`src/rtl/core/ipcv_pkg.sv`:
```
`timescale 1ns / 1ps
// Shared types and constants for the address text validator.
// No dependencies; used by ipcv_front, ipcv_fifo, ipcv_back and the top level.
package ipcv_pkg;

    // Character classes decided by the front stage
    typedef enum logic [2:0] {
        CLS_DEC,
        CLS_HEX_ALPHA,
        CLS_COLON,
        CLS_SLASH,
        CLS_DOT,
        CLS_OTHER
    } char_class_t;

    // One classified character on its way to the back stage
    typedef struct packed {
        char_class_t cls;
        logic [3:0]  digit;
        logic        last;
    } char_item_t;

    // One verdict
    typedef struct packed {
        logic is_valid;
        logic colon_form;
    } verdict_t;

    // ASCII codes
    localparam logic [7:0] CH_ZERO    = 8'h30;
    localparam logic [7:0] CH_NINE    = 8'h39;
    localparam logic [7:0] CH_LOWER_A = 8'h61;
    localparam logic [7:0] CH_LOWER_F = 8'h66;
    localparam logic [7:0] CH_UPPER_A = 8'h41;
    localparam logic [7:0] CH_UPPER_F = 8'h46;
    localparam logic [7:0] CH_COLON   = 8'h3A;
    localparam logic [7:0] CH_SLASH   = 8'h2F;
    localparam logic [7:0] CH_DOT     = 8'h2E;

    // Length and value limits
    localparam logic [5:0]  COUNT_SAT      = 6'd50;
    localparam logic [5:0]  MIN_LEN        = 6'd3;
    localparam logic [5:0]  MAX_LEN        = 6'd49;
    localparam logic [11:0] OCTET_MAX      = 12'd255;
    localparam logic [8:0]  OCTET_SAT      = 9'd256;
    localparam logic [2:0]  DIGIT_SAT      = 3'd4;
    localparam logic [2:0]  DIGIT_MAX      = 3'd3;
    localparam logic [2:0]  OCTETS_SAT     = 3'd7;
    localparam logic [2:0]  OCTETS_NEEDED  = 3'd4;
    localparam logic [8:0]  PREFIX_CLIP    = 9'd33;
    localparam logic [5:0]  PREFIX_SAT     = 6'd33;
    localparam logic [5:0]  PREFIX_MAX     = 6'd32;

    // Queue sizes
    localparam int MID_DEPTH = 4;
    localparam int MID_AW    = $clog2(MID_DEPTH);
    localparam int OUT_DEPTH = 2;
    localparam int OUT_AW    = $clog2(OUT_DEPTH);

endpackage

```
`src/rtl/core/ipcv_front.sv`:
```
`timescale 1ns / 1ps
// Front stage: register each accepted character with its class and digit value.
// Depends on ipcv_pkg.
module ipcv_front (
    input  logic                 clk,
    input  logic                 rst_n,
    input  logic                 take,
    input  logic [7:0]           char_code,
    input  logic                 last_char,
    input  logic                 mid_full,
    output logic                 stage_vld,
    output logic                 stage_move,
    output ipcv_pkg::char_item_t stage_item
);

    logic                 vld_reg, vld_next;
    ipcv_pkg::char_item_t item_reg;
    ipcv_pkg::char_class_t cls;

    always_comb
    begin
        case (char_code) inside
            [ipcv_pkg::CH_ZERO:ipcv_pkg::CH_NINE]:       cls = ipcv_pkg::CLS_DEC;
            [ipcv_pkg::CH_LOWER_A:ipcv_pkg::CH_LOWER_F],
            [ipcv_pkg::CH_UPPER_A:ipcv_pkg::CH_UPPER_F]: cls = ipcv_pkg::CLS_HEX_ALPHA;
            ipcv_pkg::CH_COLON:                          cls = ipcv_pkg::CLS_COLON;
            ipcv_pkg::CH_SLASH:                          cls = ipcv_pkg::CLS_SLASH;
            ipcv_pkg::CH_DOT:                            cls = ipcv_pkg::CLS_DOT;
            default:                                     cls = ipcv_pkg::CLS_OTHER;
        endcase
    end

    assign stage_move = vld_reg && !mid_full;
    assign vld_next   = take || (vld_reg && !stage_move);

    always_ff @(posedge clk or negedge rst_n)
    begin
        if (!rst_n)
        begin
            vld_reg <= 1'b0;
        end
        else
        begin
            vld_reg <= vld_next;
        end
    end

    // Payload: load on accept
    always_ff @(posedge clk)
    begin
        if (take)
        begin
            item_reg.cls   <= cls;
            item_reg.digit <= char_code[3:0];
            item_reg.last  <= last_char;
        end
    end

    assign stage_vld  = vld_reg;
    assign stage_item = item_reg;

endmodule

```
`src/rtl/core/ipcv_fifo.sv`:
```
`timescale 1ns / 1ps
// Short queue of classified characters between the front and back stages.
// Depends on ipcv_pkg.
module ipcv_fifo (
    input  logic                 clk,
    input  logic                 rst_n,
    input  logic                 wr_en,
    input  ipcv_pkg::char_item_t wr_item,
    input  logic                 rd_en,
    output ipcv_pkg::char_item_t rd_item,
    output logic                 empty,
    output logic                 full
);

    ipcv_pkg::char_item_t        mem [ipcv_pkg::MID_DEPTH];
    logic [ipcv_pkg::MID_AW-1:0] wr_ptr_reg, rd_ptr_reg;
    logic [ipcv_pkg::MID_AW:0]   count_reg, count_next;

    assign empty = (count_reg == '0);
    assign full  = (count_reg == (ipcv_pkg::MID_AW+1)'(ipcv_pkg::MID_DEPTH));

    always_comb
    begin
        count_next = count_reg;
        if (wr_en && !rd_en)
        begin
            count_next = count_reg + 1'b1;
        end
        else if (rd_en && !wr_en)
        begin
            count_next = count_reg - 1'b1;
        end
    end

    always_ff @(posedge clk or negedge rst_n)
    begin
        if (!rst_n)
        begin
            wr_ptr_reg <= '0;
            rd_ptr_reg <= '0;
            count_reg  <= '0;
        end
        else
        begin
            if (wr_en)
            begin
                wr_ptr_reg <= wr_ptr_reg + 1'b1;
            end
            if (rd_en)
            begin
                rd_ptr_reg <= rd_ptr_reg + 1'b1;
            end
            count_reg <= count_next;
        end
    end

    always_ff @(posedge clk)
    begin
        if (wr_en)
        begin
            mem[wr_ptr_reg] <= wr_item;
        end
    end

    assign rd_item = mem[rd_ptr_reg];

endmodule

```
`src/rtl/core/ipcv_back.sv`:
```
`timescale 1ns / 1ps
// Back stage: per-string tracking of both address rules and the verdict queue.
// Depends on ipcv_pkg.
module ipcv_back (
    input  logic                 clk,
    input  logic                 rst_n,
    input  logic                 in_vld,
    input  ipcv_pkg::char_item_t in_item,
    output logic                 in_take,
    input  logic                 pop,
    output logic                 empty,
    output logic                 is_valid,
    output logic                 colon_form
);

    logic [5:0] char_count_reg, char_count_next;
    logic       colon_seen_reg, colon_seen_next;
    logic       hex_bad_reg, hex_bad_next;
    logic       in_prefix_reg, in_prefix_next;
    logic [8:0] octet_val_reg, octet_val_next;
    logic [2:0] octet_digits_reg, octet_digits_next;
    logic       seg_start_reg, seg_start_next;
    logic       after_dot_reg, after_dot_next;
    logic [2:0] octets_reg, octets_next;
    logic [5:0] prefix_val_reg, prefix_val_next;
    logic       prefix_digit_reg, prefix_digit_next;
    logic       dotted_bad_reg, dotted_bad_next;

    logic [11:0] oct_wide;
    logic [8:0]  pfx_wide;
    logic        len_ok;
    ipcv_pkg::verdict_t verdict;

    ipcv_pkg::verdict_t        out_mem [ipcv_pkg::OUT_DEPTH];
    logic [ipcv_pkg::OUT_AW-1:0] out_wr_reg, out_rd_reg;
    logic [ipcv_pkg::OUT_AW:0]   out_cnt_reg, out_cnt_next;
    logic out_pop, out_push, out_room;

    assign out_pop  = pop && (out_cnt_reg != '0);
    assign out_room = (out_cnt_reg != (ipcv_pkg::OUT_AW+1)'(ipcv_pkg::OUT_DEPTH)) || out_pop;
    assign in_take  = in_vld && (!in_item.last || out_room);
    assign out_push = in_take && in_item.last;

    always_comb
    begin
        char_count_next   = char_count_reg;
        colon_seen_next   = colon_seen_reg;
        hex_bad_next      = hex_bad_reg;
        in_prefix_next    = in_prefix_reg;
        octet_val_next    = octet_val_reg;
        octet_digits_next = octet_digits_reg;
        seg_start_next    = seg_start_reg;
        after_dot_next    = after_dot_reg;
        octets_next       = octets_reg;
        prefix_val_next   = prefix_val_reg;
        prefix_digit_next = prefix_digit_reg;
        dotted_bad_next   = dotted_bad_reg;
        oct_wide = (12'(octet_val_reg) << 3) + (12'(octet_val_reg) << 1) + 12'(in_item.digit);
        pfx_wide = (9'(prefix_val_reg) << 3) + (9'(prefix_val_reg) << 1) + 9'(in_item.digit);
        len_ok   = 1'b0;
        verdict  = '0;

        if (char_count_reg < ipcv_pkg::COUNT_SAT)
        begin
            char_count_next = char_count_reg + 1'b1;
        end
        if (in_item.cls == ipcv_pkg::CLS_COLON)
        begin
            colon_seen_next = 1'b1;
        end
        if (in_item.cls == ipcv_pkg::CLS_DOT || in_item.cls == ipcv_pkg::CLS_OTHER)
        begin
            hex_bad_next = 1'b1;
        end

        if (in_prefix_reg)
        begin
            if (in_item.cls == ipcv_pkg::CLS_DEC)
            begin
                prefix_val_next   = (pfx_wide > ipcv_pkg::PREFIX_CLIP) ?
                                    ipcv_pkg::PREFIX_SAT : pfx_wide[5:0];
                prefix_digit_next = 1'b1;
            end
            else
            begin
                dotted_bad_next = 1'b1;
            end
        end
        else
        begin
            unique case (in_item.cls)
                ipcv_pkg::CLS_DEC:
                begin
                    if (oct_wide > ipcv_pkg::OCTET_MAX)
                    begin
                        octet_val_next  = ipcv_pkg::OCTET_SAT;
                        dotted_bad_next = 1'b1;
                    end
                    else
                    begin
                        octet_val_next = oct_wide[8:0];
                    end
                    if (octet_digits_reg < ipcv_pkg::DIGIT_SAT)
                    begin
                        octet_digits_next = octet_digits_reg + 1'b1;
                    end
                    seg_start_next = 1'b0;
                    after_dot_next = 1'b0;
                end
                ipcv_pkg::CLS_DOT:
                begin
                    if (seg_start_reg || octet_digits_reg > ipcv_pkg::DIGIT_MAX)
                    begin
                        dotted_bad_next = 1'b1;
                    end
                    if (octets_reg < ipcv_pkg::OCTETS_SAT)
                    begin
                        octets_next = octets_reg + 1'b1;
                    end
                    octet_val_next    = '0;
                    octet_digits_next = '0;
                    seg_start_next    = 1'b1;
                    after_dot_next    = 1'b1;
                end
                ipcv_pkg::CLS_SLASH:
                begin
                    if (!seg_start_reg)
                    begin
                        if (octet_digits_reg > ipcv_pkg::DIGIT_MAX)
                        begin
                            dotted_bad_next = 1'b1;
                        end
                        if (octets_reg < ipcv_pkg::OCTETS_SAT)
                        begin
                            octets_next = octets_reg + 1'b1;
                        end
                        octet_val_next    = '0;
                        octet_digits_next = '0;
                        seg_start_next    = 1'b1;
                    end
                    else if (!after_dot_reg)
                    begin
                        dotted_bad_next = 1'b1;
                    end
                    if (octets_next != ipcv_pkg::OCTETS_NEEDED)
                    begin
                        dotted_bad_next = 1'b1;
                    end
                    after_dot_next = 1'b0;
                    in_prefix_next = 1'b1;
                end
                default:
                begin
                    dotted_bad_next = 1'b1;
                    after_dot_next  = 1'b0;
                end
            endcase
        end

        // Final checks on the last character
        if (in_item.last)
        begin
            if (in_prefix_next)
            begin
                if (!prefix_digit_next || prefix_val_next > ipcv_pkg::PREFIX_MAX)
                begin
                    dotted_bad_next = 1'b1;
                end
            end
            else
            begin
                if (seg_start_next || octet_digits_next > ipcv_pkg::DIGIT_MAX)
                begin
                    dotted_bad_next = 1'b1;
                end
                if (octets_next < ipcv_pkg::OCTETS_SAT)
                begin
                    octets_next = octets_next + 1'b1;
                end
                if (octets_next != ipcv_pkg::OCTETS_NEEDED)
                begin
                    dotted_bad_next = 1'b1;
                end
            end
            len_ok = (char_count_next >= ipcv_pkg::MIN_LEN) &&
                     (char_count_next <= ipcv_pkg::MAX_LEN);
            verdict.colon_form = colon_seen_next;
            verdict.is_valid   = len_ok && (colon_seen_next ? !hex_bad_next : !dotted_bad_next);
        end
    end

    always_ff @(posedge clk or negedge rst_n)
    begin
        if (!rst_n)
        begin
            char_count_reg   <= '0;
            colon_seen_reg   <= 1'b0;
            hex_bad_reg      <= 1'b0;
            in_prefix_reg    <= 1'b0;
            octet_val_reg    <= '0;
            octet_digits_reg <= '0;
            seg_start_reg    <= 1'b1;
            after_dot_reg    <= 1'b0;
            octets_reg       <= '0;
            prefix_val_reg   <= '0;
            prefix_digit_reg <= 1'b0;
            dotted_bad_reg   <= 1'b0;
        end
        else if (in_take && in_item.last)
        begin
            // Verdict given: start afresh for the next string
            char_count_reg   <= '0;
            colon_seen_reg   <= 1'b0;
            hex_bad_reg      <= 1'b0;
            in_prefix_reg    <= 1'b0;
            octet_val_reg    <= '0;
            octet_digits_reg <= '0;
            seg_start_reg    <= 1'b1;
            after_dot_reg    <= 1'b0;
            octets_reg       <= '0;
            prefix_val_reg   <= '0;
            prefix_digit_reg <= 1'b0;
            dotted_bad_reg   <= 1'b0;
        end
        else if (in_take)
        begin
            char_count_reg   <= char_count_next;
            colon_seen_reg   <= colon_seen_next;
            hex_bad_reg      <= hex_bad_next;
            in_prefix_reg    <= in_prefix_next;
            octet_val_reg    <= octet_val_next;
            octet_digits_reg <= octet_digits_next;
            seg_start_reg    <= seg_start_next;
            after_dot_reg    <= after_dot_next;
            octets_reg       <= octets_next;
            prefix_val_reg   <= prefix_val_next;
            prefix_digit_reg <= prefix_digit_next;
            dotted_bad_reg   <= dotted_bad_next;
        end
    end

    // Verdict queue
    always_comb
    begin
        out_cnt_next = out_cnt_reg;
        if (out_push && !out_pop)
        begin
            out_cnt_next = out_cnt_reg + 1'b1;
        end
        else if (out_pop && !out_push)
        begin
            out_cnt_next = out_cnt_reg - 1'b1;
        end
    end

    always_ff @(posedge clk or negedge rst_n)
    begin
        if (!rst_n)
        begin
            out_wr_reg  <= '0;
            out_rd_reg  <= '0;
            out_cnt_reg <= '0;
        end
        else
        begin
            if (out_push)
            begin
                out_wr_reg <= out_wr_reg + 1'b1;
            end
            if (out_pop)
            begin
                out_rd_reg <= out_rd_reg + 1'b1;
            end
            out_cnt_reg <= out_cnt_next;
        end
    end

    always_ff @(posedge clk)
    begin
        if (out_push)
        begin
            out_mem[out_wr_reg] <= verdict;
        end
    end

    assign empty      = (out_cnt_reg == '0);
    assign is_valid   = out_mem[out_rd_reg].is_valid;
    assign colon_form = out_mem[out_rd_reg].colon_form;

endmodule

```
`src/rtl/core/ip_or_cidr_text_validator.sv`:
```
`timescale 1ns / 1ps
// Top level of the address text validator.
// Depends on ipcv_pkg, ipcv_front, ipcv_fifo and ipcv_back.
//
// Usage
//   Input queue: drive char_code and last_char, raise push; a character item
//   is taken at a rising edge with push high and full low. Mark the final
//   character of each string with last_char.
//   Result queue: while empty is low, is_valid and colon_form show the oldest
//   verdict; raise pop to take it. One verdict per string, none otherwise.
// Throughput: one character item per clock, sustained, while verdicts are
//   drained; the back stage updates its per-string tracking as it takes each character.
// Path: after its last character is taken, a verdict passes the front
//   register, then the character queue and the back-stage update, into the
//   verdict queue, where it becomes visible.
// Stall: when pop is held low the verdict queue (two entries) fills, the back
//   stage holds at the next last character, the four-entry character queue
//   fills behind it and full rises; nothing is lost or repeated.
// Reset: rst_n clears all queues and the per-string tracking; empty is high
//   and full low straight away, no clearing pass is needed.
module ip_or_cidr_text_validator (
    input  logic       clk,
    input  logic       rst_n,
    input  logic       push,
    output logic       full,
    input  logic [7:0] char_code,
    input  logic       last_char,
    output logic       empty,
    input  logic       pop,
    output logic       is_valid,
    output logic       colon_form
);

    logic                 take;
    logic                 stage_vld, stage_move;
    ipcv_pkg::char_item_t stage_item;
    ipcv_pkg::char_item_t mid_item;
    logic                 mid_empty, mid_full;
    logic                 back_take;

    // Hold off new characters only when the front register cannot move on
    assign full = stage_vld && mid_full;
    assign take = push && !full;

    ipcv_front u_front (
        .clk        (clk),
        .rst_n      (rst_n),
        .take       (take),
        .char_code  (char_code),
        .last_char  (last_char),
        .mid_full   (mid_full),
        .stage_vld  (stage_vld),
        .stage_move (stage_move),
        .stage_item (stage_item)
    );

    ipcv_fifo u_fifo (
        .clk     (clk),
        .rst_n   (rst_n),
        .wr_en   (stage_move),
        .wr_item (stage_item),
        .rd_en   (back_take),
        .rd_item (mid_item),
        .empty   (mid_empty),
        .full    (mid_full)
    );

    ipcv_back u_back (
        .clk        (clk),
        .rst_n      (rst_n),
        .in_vld     (!mid_empty),
        .in_item    (mid_item),
        .in_take    (back_take),
        .pop        (pop),
        .empty      (empty),
        .is_valid   (is_valid),
        .colon_form (colon_form)
    );

endmodule

```
`config.mk`:
```
export PLATFORM = sky130hd
export DESIGN_NAME = ip_or_cidr_text_validator
export DESIGN_NICKNAME = d
export VERILOG_FILES = /design/src/rtl/core/ipcv_pkg.sv /design/src/rtl/core/ipcv_front.sv /design/src/rtl/core/ipcv_fifo.sv /design/src/rtl/core/ipcv_back.sv /design/src/rtl/core/ip_or_cidr_text_validator.sv
export SDC_FILE = /design/constraint.sdc
export NUM_CORES = 1
export LEC_CHECK = 0
export BUFFER_PORTS_ARGS = -buffer_cell sky130_fd_sc_hd__buf_4
export CELL_PAD_IN_SITES_DETAIL_PLACEMENT = 2
export CELL_PAD_IN_SITES_GLOBAL_PLACEMENT = 2
export CORE_MARGIN = 2
export CORE_UTILIZATION = 44
export CTS_BUF_LIST = sky130_fd_sc_hd__clkbuf_2
export DETAILED_ROUTE_END_ITERATION = 10
export PLACE_DENSITY_LB_ADDON = 0.1
export SLEW_MARGIN = 20
export SYNTH_ARGS = -nofsm -noshare
export SYNTH_HDL_FRONTEND = slang
export SYNTH_HIERARCHICAL = 1
export SYNTH_SLANG_ARGS = --single-unit
```
`constraint.sdc`:
```
create_clock -name clk -period 5.5 [get_ports clk]
set_clock_uncertainty 0.1 [all_clocks]
set_input_delay 0.275 -clock clk [delete_from_list [all_inputs] [get_ports clk]]
set_output_delay 0.275 -clock clk [all_outputs]
set_load 0.05 [all_outputs]
```
==> results.py, run 1 <==
metrics = {
    "run_status": {
        "violations": "design-rule violations",
        "status": "finished with violations",
    },
    "synthesis": {
        "synth-seq-cells": 90,
        "yosysWarnings": 6,
        "syn_inst": 483,
        "netlist.area_leader.share_pct": 25.28,
        "synth_edf_count": 44,
        "synthFlopType": "dfrtp_1",
        "syn_area_per_cell_sq_um": 10.82,
        "ys_seq_area_share_pct": 47.32,
        "synth_fp_nets": 539,
        "async_flop_share_pct": 51.11,
        "synthTopCellsByArea": "edfxtp_1, dfrtp_1, ha_1, mux4_2, nand2_1",
        "synth_largest_area_cell": "edfxtp_1",
        "synthesis.area_sq_um": 5228,
        "synth_cell_types": 69,
    },
    "finish": {
        "final_common_cell": "dfrtp_1",
        "fin_area_sq_um": 5704,
        "syn2layout_area_growth_pct": 9.119,
        "largest_reg_flops": 32,
        "nets": 563,
        "diodes": 0,
        "layout_common_cells": "dfrtp_1, edfxtp_1, nand2_1, ha_1, nor2_1",
        "final_util_pct": 49.53,
        "drive_gt1_share_pct": 10.94,
    },
    "global_routing": {
        "grt-ovfl-total": 0,
        "grt_max_degree": 47,
        "antenna_found_initial": 0,
        "track_usage_pct": 23.66,
        "grt_pass1_wl_mm": 23.14,
        "grt_pass1_vias": 4398,
    },
    "sta": {
        "hold_viol": 0,
        "timing.slew.headroom_pct": 41.60,
        "rsz0062_at_grt": "false",
        "setup_ws_ns": 0.7389,
        "finalCriticalPeriod_ns": 4.761,
        "max_freq_mhz": 210.0,
        "setup_viol": 0,
        "fin_setup_tns_ns": 0,
        "drv_slew": 0,
        "fin_crit_sh_pct": 86.56,
        "tightest_slew_ns": 0.8742,
    },
    "clocking": {
        "clock_path_buffers": 2,
        "clock-sinks": 90,
        "cts-htree-levels": 3,
        "cts-root-buf": "clkbuf_2",
        "tritoncts": "built",
        "clk_pin_slew_ns": 0.25,
        "cts_buffers": 9,
        "clk_latency_ns": 0.59,
    },
    "floorplan": {
        "die_h_um": 113,
        "coreArea_sq_um": 11520,
        "rows": 39,
        "dieWidth_um": 113,
        "io_pins": 17,
        "floorplan.initialDensity_pct": 45.39,
        "die-area_sq_um": 12770,
    },
    "place": {
        "placed_cell_area_sq_um": 5478,
        "dp_hpwl_mm": 10.42,
        "gp_congestion": 0.7890,
        "post-place-ws_ns": 0.7417,
        "port_buffers": 16,
    },
    "power": {
        "vdd_ir_drop_max_mv": 0.2918,
        "powerDensity_nw_per_um2": 472.5,
        "leakage_nw": 2.418,
    },
    "worst_setup_path": {
        "cpPeakStageDelay_ns": 0.76,
        "crit_chain": "mux4_2 > ha_1 > ha_1 > fa_1 > a21oi_1 > o211ai_1 > o221a_2 > xor2_1 > or4_1 > or3_1 > o21ai_0",
        "path_class": "reg -> reg",
        "cp.arrival_ns": 5.17,
        "required_ns": 5.91,
        "critPathLaunchType": "register",
        "rr_worst_depth": 11,
        "path_common_cell": "ha_1",
        "end_kind": "register",
        "cp_max_fo": 10,
        "cp.depth": 11,
        "path_delay_family": "simple AND/OR/NAND/NOR gates",
        "cp_slowest_cell": "dfrtp_1",
        "path_buf_inv": 0,
    },
    "route": {
        "antenna_left": 0,
        "drt_first_pass_iters": 7,
        "drt-total-wl_mm": 14.03,
        "avgRoutedWirePerCell_um": 21.41,
        "drc_errors": 1,
        "drtIter0Drc": 132,
        "via_count": 3839,
        "via_per_inst": 5.861,
    },
    "job": {
        "maxCapViolCount": 0,
    },
    "worst_hold_path": {
        "holdPathStages": 5,
        "hp-class": "in -> reg",
    },
}
cells in the mapped netlist, drive strengths merged (6+ instances only):
cell type,instances
clkbuf,13
mux4,8
nand2,40
a22o,7
dfrtp,45
nor2,37
o21ai,32
a22oi,6
inv,24
xor2,13
edfxtp,44
nor3,13
nor2b,6
ha,38
a211oi,6
a21oi,28
a21o,6
nand2b,9
xnor2,8
nand3,7
tightest hold or removal path: stages:
cell	delay, ns
buf_4	0.09
or4b_1	0.10
a31oi_1	0.04
o21ai_1	0.07
o21a_1	0.13
final cells by class:
class	instances	area (sq um)
timing repair buffer	29	245.2
clock buffer	10	50.05
tap	143	178.9
sequential	90	2474
clock inverter	6	66.31
inverter	24	90.09
multi-input combinational	353	2600
fill	1171	5812
power breakdown:
| part | internal [mW] | leakage [nW] | switching (mW) | total, mW |
|---|---|---|---|---|
| logic | 0.482 | 1.34 | 0.782 | 1.26 |
| registers | 0.897 | 1.00 | 0.185 | 1.08 |
| clock network | 0.109 | 0.0763 | 0.241 | 0.350 |
through the flow:
| stage | hold slack [ns] | total power [mW] | std cells |
|---|---|---|---|
| 2_1_floorplan | -0.1206 | 1.938 | 483 |
| 3_3_place_gp | 0.2387 | 2.252 | 628 |
| 3_5_place_dp | 0.2567 | 2.359 | 628 |
| 4_1_cts | 0.04007 | 2.724 | 655 |
| 5_1_grt | 0.06294 | 2.916 | 655 |
| 6_report | 0.08223 | 2.695 | 655 |
routing by layer:
layer | vias to the layer above | routed length [um] | global-route usage (%)
met5 | - | 0 | 0
met4 | 0 | 293 | 8.130
met3 | 23 | 249 | 3.589
met2 | 43 | 7496 | 43.59
met1 | 1933 | 5985 | 28.10
li1 | 1840 | - | -
worst paths after layout:
check                                startpoint                    endpoint  slack, ns
setup / recovery           u_fifo/rd_ptr_reg[0]     u_back/octet_val_reg[7]       0.74
hold / removal                     char_code[7]       u_front/stage_item[7]       0.08
setup reg to reg           u_fifo/rd_ptr_reg[0]     u_back/octet_val_reg[7]       0.74
hold reg to reg              u_back/hex_bad_reg          u_back/hex_bad_reg       0.44
max in group asynchronous                 rst_n        u_fifo/wr_ptr_reg[0]       4.77
min in group asynchronous                 rst_n  u_back/octet_digits_reg[2]       0.11
logic make-up (layout without fill, tap and decap cells):
| logic type | Yosys count | count (layout) | share of synthesized area [%] |
|---|---|---|---|
| multiplexers | 14 | 14 | 4.715 |
| buffers and inverters | 40 | 69 | 3.040 |
| flip-flops | 90 | 90 | 47.32 |
| adder cells (fa/ha/maj) | 43 | 43 | 11.01 |
| AO/OA/AOI/OAI | 128 | 128 | 16.11 |
| XOR/XNOR | 21 | 21 | 3.518 |
| AND/OR/NAND/NOR | 147 | 147 | 14.29 |
timing repair:
item,4_1_cts,5_1_grt
resized for setup,0,0
hold buffers,11,0
hold endpoints to repair,55,0
buffers inserted,0,0
(Power assumes the default switching activity.)
==> run 2: changes to the inputs <==
--- a/config.mk
+++ b/config.mk
@@ -8,6 +8,7 @@
 export BUFFER_PORTS_ARGS = -buffer_cell sky130_fd_sc_hd__buf_4
 export CELL_PAD_IN_SITES_DETAIL_PLACEMENT = 2
 export CELL_PAD_IN_SITES_GLOBAL_PLACEMENT = 2
+export CORE_ASPECT_RATIO = 2
 export CORE_MARGIN = 2
 export CORE_UTILIZATION = 44
 export CTS_BUF_LIST = sky130_fd_sc_hd__clkbuf_2
@@ -16,5 +17,4 @@
 export SLEW_MARGIN = 20
 export SYNTH_ARGS = -nofsm -noshare
 export SYNTH_HDL_FRONTEND = slang
-export SYNTH_HIERARCHICAL = 1
 export SYNTH_SLANG_ARGS = --single-unit
==> run 2 against run 1 <==
Effect of this change: the flow now finishes without violations; count of clock-buffer cells in the layout down 1; synthesized cell count down 6.6%; design area down 2.2%; first-iteration DRC count down 13%; via count down 3.5%; setup slack better by 0.49 ns; sequential share of layout area up 0.96 points; non-clock buffer count unchanged; clock power down 1%; critical endpoint is now u_back.octet_val_reg[5].
==> results.py, run 2 <==
metrics = {
    "run_status": {
        "status": "completed",
    },
    "synthesis": {
        "synth_fp_nets": 507,
        "yosysWarnings": 0,
        "ys_seq_area_share_pct": 48.55,
        "synth_largest_area_cell": "edfxtp_1",
        "netlist.area_leader.share_pct": 25.93,
        "syn_area_per_cell_sq_um": 11.30,
        "synthFlopType": "dfrtp_1",
        "synth.most_common_cell": "dfrtp_1",
        "synth_edf_count": 44,
        "synth_cell_types": 59,
        "async_flop_share_pct": 51.11,
        "synthesis.area_sq_um": 5095,
        "synth_common_cells": "dfrtp_1, edfxtp_1, ha_1",
        "synth-seq-cells": 90,
        "synthTopCellsByArea": "edfxtp_1, dfrtp_1, ha_1, a22o_1, nor2_1",
        "syn_inst": 451,
    },
    "route": {
        "drc_errors": 0,
        "via_count": 3704,
        "via_per_inst": 5.907,
        "drtIter0Drc": 115,
        "antenna_left": 0,
        "drt-total-wl_mm": 13.34,
        "avgRoutedWirePerCell_um": 21.28,
        "drt_first_pass_iters": 4,
    },
    "worst_setup_path": {
        "critPathLaunchType": "register",
        "cp_max_fo": 10,
        "path_buf_inv": 1,
        "crit_chain": "buf_4 > mux4_1 > ha_1 > ha_1 > fa_1 > a21oi_1 > o211ai_1 > o41ai_1 > nand2_1 > o22ai_1 > nand2_1 > nor2_1 > a22o_1",
        "end_kind": "register",
        "cp_slowest_cell": "mux4_1",
        "cpPeakStageDelay_ns": 0.61,
        "path_class": "reg -> reg",
        "path_delay_family": "compound AO/OA/AOI/OAI gates",
        "required_ns": 5.95,
        "cp.arrival_ns": 4.72,
    },
    "finish": {
        "nets": 535,
        "final_common_cell": "dfrtp_1",
        "syn2layout_area_growth_pct": 9.528,
        "fin_area_sq_um": 5580,
        "final-instance-count-excl-fill": 627,
        "largest_reg_flops": 32,
        "drive_gt1_share_pct": 11.98,
        "layout_common_cells": "dfrtp_1, edfxtp_1, ha_1, nor2_1, nand2_1",
        "final_util_pct": 49.45,
    },
    "clocking": {
        "cts_buffers": 9,
        "clk_pin_slew_ns": 0.29,
        "cts-root-buf": "clkbuf_2",
        "cts-htree-levels": 3,
        "clk_latency_ns": 0.57,
        "clock_path_buffers": 2,
        "clock-sinks": 90,
        "cts_hold_buf": 11,
        "cts_resized": 0,
        "post_cts_buffers": 0,
        "tritoncts": "built",
    },
    "floorplan": {
        "io_pins": 17,
        "die-area_sq_um": 12510,
        "rows": 55,
        "dieWidth_um": 80.09,
        "coreArea_sq_um": 11290,
        "floorplan.initialDensity_pct": 45.14,
        "die_h_um": 156.2,
    },
    "sta": {
        "setup_ws_ns": 1.225,
        "setup_viol": 0,
        "drv_slew": 0,
        "fin_setup_tns_ns": 0,
        "fin_hold_ws_ns": 0.03275,
        "finalCriticalPeriod_ns": 4.275,
        "max_freq_mhz": 233.9,
        "hold_viol": 0,
        "timing.slew.headroom_pct": 40.53,
        "fin_crit_sh_pct": 77.72,
        "rsz0062_at_grt": "false",
        "tightest_slew_ns": 0.8862,
    },
    "global_routing": {
        "antenna_found_initial": 1,
        "grt-ovfl-total": 0,
        "track_usage_pct": 23.00,
        "grt_max_degree": 47,
        "grt_pass1_vias": 4318,
        "grt_pass1_wl_mm": 21.74,
    },
    "place": {
        "post-place-ws_ns": 1.194,
        "post-place-cells": 599,
        "dp_hpwl_mm": 9.964,
        "placed_cell_area_sq_um": 5354,
        "gp_congestion": 0.7648,
        "port_buffers": 16,
    },
    "power": {
        "p_total_mw": 2.603,
        "vdd_ir_drop_max_mv": 0.2850,
        "leakage_nw": 2.390,
        "powerDensity_nw_per_um2": 466.5,
    },
    "job": {
        "maxCapViolCount": 0,
    },
    "worst_hold_path": {
        "hp-class": "in -> reg",
    },
}
run 2: worst paths after layout:
check | start | cells past startpoint | slack (ns) | endpoint
max | u_fifo.rd_ptr_reg[0] | 13 | 1.23 | u_back.octet_val_reg[5]
min | char_code[4] | 3 | 0.03 | u_front.stage_item[6]
max reg2reg | u_fifo.rd_ptr_reg[0] | 13 | 1.23 | u_back.octet_val_reg[5]
min reg2reg | u_back.out_wr_reg | 1 | 0.42 | u_back.out_wr_reg
max in group asynchronous | rst_n | 2 | 4.74 | u_back.char_count_reg[4]
min in group asynchronous | rst_n | 2 | 0.11 | u_back.octet_val_reg[4]
run 2: routing by layer:
layer  routed length [um]  vias up  track usage, %
li1                     -     1731               -
met1                 4859     1902           23.61
met2                 7829       42           44.80
met3                  180       29           2.488
met4                  474        0           10.25
met5                    0        -               0
run 2: cell type report:
type	instances	area [sq um]
clock buffers	9	45.04
fillers	1150	5705
multi-input cells	328	2489
diodes	1	2.502
flip-flops and latches	90	2474
inverters	21	78.83
well taps	142	177.7
clock inverters	7	68.82
repair buffers	29	245.2
run 2: worst register-to-register path: stages (launching register included):
cell,delay (ns)
dfrtp_1,0.40
buf_4,0.21
mux4_1,0.61
ha_1,0.32
ha_1,0.24
fa_1,0.42
a21oi_1,0.22
o211ai_1,0.23
o41ai_1,0.38
nand2_1,0.09
o22ai_1,0.21
nand2_1,0.09
nor2_1,0.52
a22o_1,0.23
run 2: cells by family after synthesis:
group | count (synthesis) | synth area share, %
flip-flops | 90 | 48.55
XOR/XNOR | 20 | 3.438
AND/OR/NAND/NOR | 130 | 12.82
AO/OA/AOI/OAI | 119 | 15.77
multiplexers | 16 | 5.526
adder cells (fa/ha/maj) | 43 | 11.30
buffers and inverters | 33 | 2.603
run 2: power breakdown:
group | switching [mW] | internal, mW | total (mW)
registers | 0.147 | 0.891 | 1.04
logic | 0.751 | 0.469 | 1.22
clock network | 0.269 | 0.0753 | 0.345
==> run 3: changes to the inputs <==
--- a/config.mk
+++ b/config.mk
@@ -10,7 +10,7 @@
 export CELL_PAD_IN_SITES_GLOBAL_PLACEMENT = 2
 export CORE_ASPECT_RATIO = 2
 export CORE_MARGIN = 2
-export CORE_UTILIZATION = 44
+export CORE_UTILIZATION = 40
 export CTS_BUF_LIST = sky130_fd_sc_hd__clkbuf_2
 export DETAILED_ROUTE_END_ITERATION = 10
 export PLACE_DENSITY_LB_ADDON = 0.1
==> constraint.sdc (replaced) <==
create_clock -name clk -period 3.5 [get_ports clk]
set_clock_uncertainty 0.1 [all_clocks]
set_input_delay 0.175 -clock clk [delete_from_list [all_inputs] [get_ports clk]]
set_output_delay 0.175 -clock clk [all_outputs]
set_load 0.05 [all_outputs]
==> run 3 against run 2 <==
Effect of this change: the flow now finishes with violations (negative setup slack); final cell count is 7.5% higher; hold slack better by 0.18 ns; sequential power is 57% higher; non-clock buffer count is 39 higher; global-route usage is 0.51 points lower; core utilization is 1.1 points lower; power is 77% higher; setup slack worse by 1.4 ns; first-iteration DRC count is 27% higher; wire length is 9.0% higher; count of clock-buffer cells in the layout stayed put; sequential cell count stayed put; largest cell class unchanged; highest routed layer unchanged.
==> results.py, run 3 (synthesized netlist as in run 2, its figures left out) <==
metrics = {
    "run_status": {
        "status": "finished with violations",
        "violations": "negative setup slack",
    },
    "worst_setup_path": {
        "path_class": "reg -> reg",
        "critPathLaunchType": "register",
        "setup.worst_path.end": "u_back.out_mem[1][1]",
        "rr_worst_depth": 13,
        "cp_max_fo": 3,
        "r2r_slack_ns": -0.20,
        "cp.arrival_ns": 3.98,
        "worst_r2r_startpoint": "u_fifo.rd_ptr_reg[0]",
        "required_ns": 3.78,
        "end_kind": "register",
        "reg2reg_to": "u_back.out_mem[1][1]",
        "worstSetupStartpoint": "u_fifo.rd_ptr_reg[0]",
    },
    "sta": {
        "tightest_slew_ns": 0.9212,
        "setup_viol": 3,
        "fin_hold_ws_ns": 0.2084,
        "fin_setup_tns_ns": -0.4091,
        "hold_viol": 0,
        "drv_slew": 0,
        "timing.slew.headroom_pct": 38.18,
        "rsz0062_at_grt": "true",
        "max_freq_mhz": 270.5,
        "setup_ws_ns": -0.1969,
        "finalCriticalPeriod_ns": 3.697,
        "fin_crit_sh_pct": 105.6,
    },
    "floorplan": {
        "rows": 58,
        "dieWidth_um": 83.81,
        "die_h_um": 163.6,
        "die-area_sq_um": 13710,
        "floorplan.initialDensity_pct": 40.82,
        "coreArea_sq_um": 12480,
        "io_pins": 17,
    },
    "finish": {
        "layout_common_cells": "buf_4, dfrtp_1, edfxtp_1, nor2_1, ha_1",
        "final-instance-count-excl-fill": 674,
        "fin_area_sq_um": 6035,
        "syn2layout_area_growth_pct": 18.44,
        "fill_cells": 1313,
        "drive_gt1_share_pct": 20.84,
        "final_util_pct": 48.35,
        "largest_reg_flops": 32,
        "final_common_cell": "buf_4",
        "nets": 574,
    },
    "job": {
        "maxCapViolCount": 0,
    },
    "route": {
        "drt-total-wl_mm": 14.54,
        "via_count": 3867,
        "avgRoutedWirePerCell_um": 21.57,
        "antenna_left": 0,
        "drtIter0Drc": 146,
        "via_per_inst": 5.737,
        "drc_errors": 0,
        "drt_first_pass_iters": 4,
    },
    "place": {
        "gp_congestion": 0.7728,
        "port_buffers": 16,
        "dp_hpwl_mm": 10.77,
        "post-place-ws_ns": -0.3192,
        "placed_cell_area_sq_um": 5598,
        "post-place-cells": 635,
    },
    "global_routing": {
        "grt_max_degree": 38,
        "antenna_found_initial": 1,
        "grt-ovfl-total": 0,
        "track_usage_pct": 22.49,
        "grt_pass1_vias": 4486,
        "grt_pass1_wl_mm": 23.79,
    },
    "clocking": {
        "cts-root-buf": "clkbuf_2",
        "clock-sinks": 90,
        "clk_pin_slew_ns": 0.27,
        "cts-htree-levels": 3,
        "cts_buffers": 9,
        "tritoncts": "built",
        "clk_latency_ns": 0.60,
        "clock_path_buffers": 2,
    },
    "worst_hold_path": {
        "min-delay-start": "last_char",
        "hp-class": "in -> reg",
    },
    "power": {
        "p_total_mw": 4.613,
        "leakage_nw": 2.590,
        "powerDensity_nw_per_um2": 764.4,
        "vdd_ir_drop_max_mv": 0.3857,
    },
}
run 3: worst min path at each step:
stage	end	slack, ns	cells after the start
2_1_floorplan	u_back.after_dot_reg	-0.22	0
3_3_place_gp	u_back.octet_val_reg[6]	0.15	1
3_5_place_dp	u_back.octet_val_reg[6]	0.16	1
4_1_cts	u_front.stage_vld	0.16	3
5_1_grt	u_front.stage_vld	0.18	3
6_report	u_front.stage_item[0]	0.21	2
run 3: area by class of cell:
class / instances / area [sq um] / area share [%]
multi-input cells: 328 / 2564 / 42.48
flip-flops and latches: 90 / 2475 / 41.01
repair buffers: 68 / 559.3 / 9.268
well taps: 150 / 187.7 / 3.110
clock inverters: 7 / 122.6 / 2.032
inverters: 21 / 78.83 / 1.306
clock buffers: 9 / 45.04 / 0.7464
diodes: 1 / 2.502 / 0.04147
run 3: routing by layer:
layer	part of all wire, %	up-vias	global-route usage [%]
li1	-	1809	-
met1	36	2004	22.80
met2	61	36	46.65
met3	1.3	18	2.729
met4	1.8	0	6.085
met5	0	-	0
run 3: report_power, final:
| part | switching (mW) | internal, mW | leakage (nW) |
|---|---|---|---|
| clock network | 0.403 | 0.312 | 0.0891 |
| registers | 0.227 | 1.40 | 1.00 |
| logic | 1.29 | 0.976 | 1.50 |
| total | 1.92 | 2.69 | 2.59 |
run 3: what timing repair did:
item / CTS / global route
gates resized for setup: 7 / 7
pin swaps: 9 / 7
hold buffers: 18 / 0
cloned: 0 / 0
endpoints found under the hold margin: 57 / 0
endpoints found under the setup margin: 17 / 18
setup buffers: 2 / 2
run 3: worst max-delay path, stage by stage, from the launching register on:
cell and delay [ns]:
dfrtp_2 0.46, buf_6 0.11, mux4_2 0.54, ha_4 0.25, ha_4 0.17, fa_2 0.40
a21oi_2 0.16, o211ai_1 0.15, o41ai_2 0.32, nand2b_1 0.17, o22ai_2 0.07, a31oi_2 0.21
o21ai_2 0.10, o2111a_1 0.29
